===== src/sdr_pkg.sv =====
package sdr_pkg;

  localparam int VALUE_W       = 32;
  localparam int SLOT_FIELD_W  = 5;
  localparam int COUNT_FIELD_W = 6;
  localparam int CAPACITY_DEF  = 32;

  // control bits of a probe as it walks the cell row
  typedef struct packed {
    logic valid;   // beat present in this stage
    logic active;  // nonzero and not yet matched or stored
    logic kept;    // stored by some earlier cell
    logic last;    // final beat of the set
  } probe_flags_t;

endpackage


===== src/sdr_in_if.sv =====
interface sdr_in_if;
  logic                                valid;
  logic                                ready;
  logic signed [sdr_pkg::VALUE_W-1:0]  value;
  logic                                set_last;

  modport source (output valid, output value, output set_last, input ready);
  modport sink   (input valid, input value, input set_last, output ready);
endinterface


===== src/sdr_out_if.sv =====
interface sdr_out_if;
  logic                                     valid;
  logic                                     ready;
  logic signed [sdr_pkg::VALUE_W-1:0]       value_out;
  logic                                     kept;
  logic        [sdr_pkg::SLOT_FIELD_W-1:0]  slot;
  logic        [sdr_pkg::COUNT_FIELD_W-1:0] distinct_count;
  logic                                     overflow;
  logic                                     set_end;

  modport source (output valid, output value_out, output kept, output slot,
                  output distinct_count, output overflow, output set_end,
                  input ready);
  modport sink   (input valid, input value_out, input kept, input slot,
                  input distinct_count, input overflow, input set_end,
                  output ready);
endinterface


===== src/stream_duplicate_remover.sv =====
// stream_duplicate_remover: order-preserving duplicate removal, one row of CAPACITY cells.
// Each beat passes through the CAPACITY cell registers in order before its result is valid.
// Throughput: one beat per cycle; the whole row stalls while the output beat is held.
// Reset (rst, synchronous, active high) empties every cell and drops beats in flight.
// Each set's store clears as its last beat passes each cell; no clearing pass needed.
module stream_duplicate_remover #(
  parameter int CAPACITY = sdr_pkg::CAPACITY_DEF
) (
  input  logic      clk,
  input  logic      rst,
  sdr_in_if.sink    in_ch,
  sdr_out_if.source out_ch
);
  import sdr_pkg::*;

  localparam int SLOT_W = (CAPACITY > 1) ? $clog2(CAPACITY) : 1;
  localparam int CNT_W  = $clog2(CAPACITY + 1);

  // probe signals between cells; index k is the input of cell k,
  // index CAPACITY is the registered output of the last cell
  probe_flags_t              p_flags [0:CAPACITY];
  logic signed [VALUE_W-1:0] p_value [0:CAPACITY];
  logic        [SLOT_W-1:0]  p_slot  [0:CAPACITY];
  logic        [CNT_W-1:0]   p_count [0:CAPACITY];

  logic        advance;
  logic [31:0] slot_ext;
  logic [31:0] count_ext;

  // the row moves as one: only blocked by a result beat waiting at the output
  assign advance     = !p_flags[CAPACITY].valid || out_ch.ready;
  assign in_ch.ready = advance;

  // a fresh probe: zero is never compared or stored, so it starts inactive
  assign p_flags[0].valid  = in_ch.valid;
  assign p_flags[0].active = (in_ch.value != '0);
  assign p_flags[0].kept   = 1'b0;
  assign p_flags[0].last   = in_ch.set_last;
  assign p_value[0]        = in_ch.value;
  assign p_slot[0]         = '0;
  assign p_count[0]        = '0;

  // each cell matches against its held value, or takes the value if it is empty;
  // entries fill in order, so the first empty cell is the next compacted slot
  for (genvar k = 0; k < CAPACITY; k++) begin : g_cell
    sdr_cell #(
      .SLOT_W (SLOT_W),
      .CNT_W  (CNT_W),
      .INDEX  (k)
    ) u_cell (
      .clk       (clk),
      .rst       (rst),
      .advance   (advance),
      .flags_in  (p_flags[k]),
      .value_in  (p_value[k]),
      .slot_in   (p_slot[k]),
      .count_in  (p_count[k]),
      .flags_out (p_flags[k+1]),
      .value_out (p_value[k+1]),
      .slot_out  (p_slot[k+1]),
      .count_out (p_count[k+1])
    );
  end

  // result fields; slot and count are given in their low bits only
  assign slot_ext  = 32'(p_slot[CAPACITY]);
  assign count_ext = 32'(p_count[CAPACITY]);

  assign out_ch.valid          = p_flags[CAPACITY].valid;
  assign out_ch.value_out      = p_value[CAPACITY];
  assign out_ch.kept           = p_flags[CAPACITY].kept;
  assign out_ch.slot           = p_flags[CAPACITY].kept ? slot_ext[SLOT_FIELD_W-1:0] : '0;
  assign out_ch.distinct_count = count_ext[COUNT_FIELD_W-1:0];
  // still unresolved after the last cell: new but every cell was full
  assign out_ch.overflow       = p_flags[CAPACITY].active;
  assign out_ch.set_end        = p_flags[CAPACITY].last;

`ifndef NO_ASSERTIONS
  // a beat is never both stored and dropped
  a_kept_not_ovf: assert property (@(posedge clk) disable iff (rst)
    out_ch.valid |-> !(out_ch.kept && out_ch.overflow))
    else $error("beat both kept and overflowed");

  // an overflow beat saw every cell occupied
  a_ovf_full: assert property (@(posedge clk) disable iff (rst)
    (out_ch.valid && out_ch.overflow) |-> (p_count[CAPACITY] == CNT_W'(CAPACITY)))
    else $error("overflow with a free cell");

  // a kept beat takes the slot just past the earlier distinct values
  a_kept_count: assert property (@(posedge clk) disable iff (rst)
    (out_ch.valid && out_ch.kept) |->
      (p_count[CAPACITY] == CNT_W'(p_slot[CAPACITY]) + CNT_W'(1)))
    else $error("kept slot does not match distinct count");

  // a held result beat moves nothing in the row
  a_stall_hold: assert property (@(posedge clk) disable iff (rst)
    (out_ch.valid && !out_ch.ready) |=> (out_ch.valid && $stable(p_count[CAPACITY])))
    else $error("row advanced while output stalled");
`endif

endmodule


===== src/sdr_cell.sv =====
module sdr_cell #(
  parameter int SLOT_W = 5,
  parameter int CNT_W  = 6,
  parameter int INDEX  = 0
) (
  input  logic                               clk,
  input  logic                               rst,
  input  logic                               advance,
  input  sdr_pkg::probe_flags_t              flags_in,
  input  logic signed [sdr_pkg::VALUE_W-1:0] value_in,
  input  logic        [SLOT_W-1:0]           slot_in,
  input  logic        [CNT_W-1:0]            count_in,
  output sdr_pkg::probe_flags_t              flags_out,
  output logic signed [sdr_pkg::VALUE_W-1:0] value_out,
  output logic        [SLOT_W-1:0]           slot_out,
  output logic        [CNT_W-1:0]            count_out
);
  import sdr_pkg::*;

  logic                       held_valid;
  logic signed [VALUE_W-1:0]  held_value;
  logic                       hit;
  logic                       store;

  assign hit   = flags_in.valid && flags_in.active && held_valid && (held_value == value_in);
  assign store = flags_in.valid && flags_in.active && !held_valid;

  // held entry; cleared as the last beat of a set passes
  always_ff @(posedge clk) begin
    if (rst) begin
      held_valid <= 1'b0;
    end else if (advance && flags_in.valid) begin
      if (flags_in.last) begin
        held_valid <= 1'b0;
      end else if (store) begin
        held_valid <= 1'b1;
      end
    end
  end

  always_ff @(posedge clk) begin
    if (advance && store) begin
      held_value <= value_in;
    end
  end

  // probe stage
  always_ff @(posedge clk) begin
    if (rst) begin
      flags_out <= '0;
    end else if (advance) begin
      flags_out.valid  <= flags_in.valid;
      flags_out.active <= flags_in.active && !hit && !store;
      flags_out.kept   <= flags_in.kept || store;
      flags_out.last   <= flags_in.last;
    end
  end

  always_ff @(posedge clk) begin
    if (advance) begin
      value_out <= value_in;
      slot_out  <= store ? SLOT_W'(INDEX) : slot_in;
      count_out <= count_in + CNT_W'(held_valid || store);
    end
  end

endmodule


===== src/flat_wrapper.sv =====
// flat-port wrapper written by rule: the top's interface ports become plain ports
module stream_duplicate_remover_flat import sdr_pkg::*;
#(
  parameter int CAPACITY = sdr_pkg::CAPACITY_DEF
)
  (clk, rst, in_ch_valid, in_ch_value, in_ch_set_last, in_ch_ready, out_ch_valid, out_ch_value_out, out_ch_kept, out_ch_slot, out_ch_distinct_count, out_ch_overflow, out_ch_set_end, out_ch_ready);
  sdr_in_if in_ch_i ();
  sdr_out_if out_ch_i ();
  input  logic clk;
  input  logic rst;
  input wire logic [$bits(in_ch_i.valid)-1:0] in_ch_valid;
  input wire logic [$bits(in_ch_i.value)-1:0] in_ch_value;
  input wire logic [$bits(in_ch_i.set_last)-1:0] in_ch_set_last;
  output wire logic [$bits(in_ch_i.ready)-1:0] in_ch_ready;
  output wire logic [$bits(out_ch_i.valid)-1:0] out_ch_valid;
  output wire logic [$bits(out_ch_i.value_out)-1:0] out_ch_value_out;
  output wire logic [$bits(out_ch_i.kept)-1:0] out_ch_kept;
  output wire logic [$bits(out_ch_i.slot)-1:0] out_ch_slot;
  output wire logic [$bits(out_ch_i.distinct_count)-1:0] out_ch_distinct_count;
  output wire logic [$bits(out_ch_i.overflow)-1:0] out_ch_overflow;
  output wire logic [$bits(out_ch_i.set_end)-1:0] out_ch_set_end;
  input wire logic [$bits(out_ch_i.ready)-1:0] out_ch_ready;
  assign in_ch_i.valid = in_ch_valid;
  assign in_ch_i.value = in_ch_value;
  assign in_ch_i.set_last = in_ch_set_last;
  assign in_ch_ready = in_ch_i.ready;
  assign out_ch_valid = out_ch_i.valid;
  assign out_ch_value_out = out_ch_i.value_out;
  assign out_ch_kept = out_ch_i.kept;
  assign out_ch_slot = out_ch_i.slot;
  assign out_ch_distinct_count = out_ch_i.distinct_count;
  assign out_ch_overflow = out_ch_i.overflow;
  assign out_ch_set_end = out_ch_i.set_end;
  assign out_ch_i.ready = out_ch_ready;
  stream_duplicate_remover #(.CAPACITY(CAPACITY)) u_core (.clk(clk), .rst(rst), .in_ch(in_ch_i), .out_ch(out_ch_i));
endmodule

===== config.mk =====
export PLATFORM = sky130hd
export DESIGN_NAME = stream_duplicate_remover_flat
export DESIGN_NICKNAME = d
export VERILOG_FILES = /design/src/sdr_pkg.sv /design/src/sdr_in_if.sv /design/src/sdr_out_if.sv /design/src/stream_duplicate_remover.sv /design/src/sdr_cell.sv /design/src/flat_wrapper.sv
export SDC_FILE = /design/constraint.sdc
export NUM_CORES = 2
export LEC_CHECK = 0
export BUFFER_PORTS_ARGS = -buffer_cell sky130_fd_sc_hd__buf_4
export CAP_MARGIN = 20
export CELL_PAD_IN_SITES_DETAIL_PLACEMENT = 0
export CELL_PAD_IN_SITES_GLOBAL_PLACEMENT = 1
export CORE_ASPECT_RATIO = 2
export CORE_UTILIZATION = 59
export CTS_CLUSTER_DIAMETER = 200
export DETAILED_ROUTE_END_ITERATION = 8
export PLACE_DENSITY = 0.83
export SETUP_SLACK_MARGIN = 0.2
export SLEW_MARGIN = 10
export SYNTH_ARGS = -nofsm -noshare
export SYNTH_HDL_FRONTEND = slang
export SYNTH_SLANG_ARGS = --single-unit

===== constraint.sdc =====
create_clock -name clk -period 27.1 [get_ports clk]
set_clock_uncertainty 0.05 [all_clocks]
set_input_delay 1.355 -clock clk [delete_from_list [all_inputs] [get_ports clk]]
set_output_delay 1.355 -clock clk [all_outputs]
set_load 0.1 [all_outputs]

==> flow_summary.toml <==
[synthesis]
synthArstFlopShare_pct = 0
ys_types = 39
ys.warnings.count = 0
synth-xor-area-share_pct = 10.9
avgSynthCellArea_um2 = 18.6
synth-seq-cells = 2514
ys_top_cells_by_area = "edfxtp_1, xor2_1, dfxtp_1"
synth_mux_area_share_pct = 0
synth-simple-area-share_pct = 5.46
yosysSeqAreaShare_pct = 80.8
synthAdderAreaFrac_pct = 0.834
synth_edf_count = 2354
synthCells = 4926
yosysTopAreaCell = "edfxtp_1"
yosysMostFrequentCell = "edfxtp_1"
synth-compound-area-share_pct = 1.71
yosysTopAreaCellShare_pct = 77.3
synth-main-ff-cell = "edfxtp_1"
synth_top_family_by_area = "XOR/XNOR gates"
synth_common_cells = "edfxtp_1, xor2_1, nor4_1"
syn_nets = 5024
netlist_area_um2 = 91500

[finish]
fill_cells = 10400
layout.nets = 5310
syn_to_final_growth_pct = 10.8
drive_gt1_share_pct = 8.45
fin_area_um2 = 101000

[sta]
max_slew_margin_pct = 25.6
hold_viol_final = 0
slew_violations = 0
period_share_pct = 29.5
post-route-min-period_ps = 7980
rsz0062_at_grt = "false"
worst_hold_slack_ps = 399
tightest_slew_ps = 1120
setup_viol = 0
setup_tns_ps = 0
fmax_ghz = 0.125

[critical_path]
path_cells = "buf_4 > nor2b_4 > buf_12 > inv_8 > buf_4 > buf_4 > buf_4 > buf_4 > buf_4 > buf_4 > buf_4"
critical_path_class = "in2reg"
crit_arrival_ps = 8330
reg2reg_depth = 10
cp_num_cells = 11
crit_fanout = 125
crit_path_top_delay_cell = "buf_4"
cpMostUsedCell = "buf_4"
critPathTopFamily = "buffers and inverters"
max_stage_delay_ps = 910
setup.worst_path.end_class = "register"
required_ps = 27450
path_buf_inv = 10
setup.worst_path.start_class = "primary input"

[min_path]
hold_path.class = "reg2reg"
hold_path_depth = 0

[floorplanning]
io-pin-count = 85
row_count = 204
initial_utilization_pct = 59.3
die_w_um = 280
coreArea_um2 = 154000
dieHeight_um = 559
dieArea_um2 = 157000

[clocking]
path_clk_slew_ps = 70
cts_resized = 0
max-clock-path-buffers = 4
cts-root-buf = "clkbuf_16"
clk_latency_ps = 830
cts_buffers = 206
cts_tree = "yes"
cts_max_level = 4
cts_hold_buf = 0
postCtsSetupBuffers = 0
cts_sinks = 2514

[power]
powerDensity_nw_per_um2 = 73.3
p_leak_nw = 36.2
switching_share_pct = 19.6
netSwitchingPower_mw = 1.46
p_int_mw = 5.98
power.total_mw = 7.43
p_comb_share_pct = 1.7
power_frac_seq_pct = 59.7
clkPwrFrac_pct = 38.6
peakVddDrop_uv = 65.0

[global_routing]
grt_pass1_vias = 42800
use_met2_pct = 45.2
grt-ovfl-total = 0
grtUsageMet3_pct = 2.22
busiest_layer = "met2"
grt_max_degree = 197
track_usage_pct = 20.7
grt_pass1_wl_um = 243000
grt_use_met1_pct = 17.5
antenna_found_initial = 1

[placement]
place.detailed.hpwl_um = 113000
place_congestion = 0.804
placed_area_um2 = 94900
numPortBuffers = 84

[drt]
drc = 0
drt-vias-per-instance = 5.51
antenna_left = 0
first_pass_iters = 7
drt-total-wl_um = 160000
vias = 40900
wl_per_cell_um = 21.5
drt_iter0_markers = 2488

[run_status]
outcome = "completed"

[run]
cap_violations = 0
-- area by class of cell --
class                   count  area [um^2]  share of cell area [%]
clock buffers             261         5470                    5.40
inverters                   4         22.5                  0.0222
clock inverters           110          960                   0.947
multi-input cells        2351        17300                    17.1
repair buffers            135         1090                    1.08
diodes                      1         2.50                 0.00247
well taps                2060         2580                    2.54
flip-flops and latches   2514        73900                    72.9
-- cells by family (layout without fill, tap and decap cells) --
kind of cell / count (synthesis) / after routing
compound gates: 241 / 241
xor+xnor: 1134 / 1134
fa+ha+maj: 61 / 61
buf+inv: 61 / 510
flops: 2514 / 2514
other cells: 0 / 1
simple gates: 915 / 915
-- metrics by stage --
step	std cells	util [%]	setup slack [ps]
after detailed placement	7062	61.5	17990
after global placement	7062	61.5	18120
after global routing	7436	65.7	18740
final	7436	65.7	19120
after floorplan	4926	-	8540
after CTS	7433	65.7	18860
-- registers in the layout (all words and copies together) (netlist names) --
name / cells
u_core.g_cell.u_cell.held_value: 1024
u_core.g_cell.u_cell.value_out: 1024
u_core.g_cell.u_cell.count_out: 177
u_core.g_cell.u_cell.slot_out: 129
u_core.g_cell.u_cell.flags_out: 128
u_core.g_cell.u_cell.held_valid: 32
-- worst paths after layout --
path / end / start / slack, ps
worst min register to register: u_core.g_cell[21].u_cell.held_value[22]$_DFFE_PP_ / u_core.g_cell[20].u_cell.value_out[22]$_DFFE_PN_ / 400
worst max register to register: u_core.g_cell[10].u_cell.value_out[13]$_DFFE_PN_ / u_core.g_cell[31].u_cell.flags_out[3]$_SDFFE_PP0N_ / 19370
worst min-delay path: u_core.g_cell[21].u_cell.held_value[22]$_DFFE_PP_ / u_core.g_cell[20].u_cell.value_out[22]$_DFFE_PN_ / 400
worst max-delay path: u_core.g_cell[10].u_cell.value_out[13]$_DFFE_PN_ / out_ch_ready / 19120
-- routing by layer --
metal / share of wire, % / routed length, um / vias up
li1: - / - / 19200
met5: 0 / 0 / -
met1: 29 / 47000 / 20900
met2: 64 / 102000 / 571
met3: 2.2 / 3480 / 294
met4: 4.6 / 7270 / 0
-- power groups by stage --
stage,Combinational [mW],Sequential [mW],Clock (mW)
2_1_floorplan,0.0695,4.50,0
3_3_place_gp,0.123,4.51,0
3_5_place_dp,0.127,4.52,0
4_1_cts,0.128,4.44,2.93
5_1_grt,0.137,4.44,3.07
6_report,0.126,4.43,2.87
-- placed cells by master, fill, tap and decap left out, drive strengths merged, types with 16 or more instances in the layout --
cell type / netlist / final
dfxtp: 160 / 160
a21o: 24 / 24
nor3b: 29 / 29
clkinv: 0 / 83
a21oi: 122 / 122
nor4: 254 / 254
nand2b: 79 / 79
and2: 50 / 50
xnor2: 105 / 105
a311oi: 31 / 31
ha: 61 / 61
bufinv: 0 / 16
nor3: 20 / 20
xor2: 1029 / 1029
nand2: 152 / 152
edfxtp: 2354 / 2354
nand4: 72 / 72
o2111ai: 29 / 29
nand3b: 25 / 25
clkbuf: 22 / 261
buf: 35 / 135
a211oi: 25 / 25
nand3: 68 / 68
nor2: 135 / 135
Note: power is estimated with default switching activity, not from simulation.
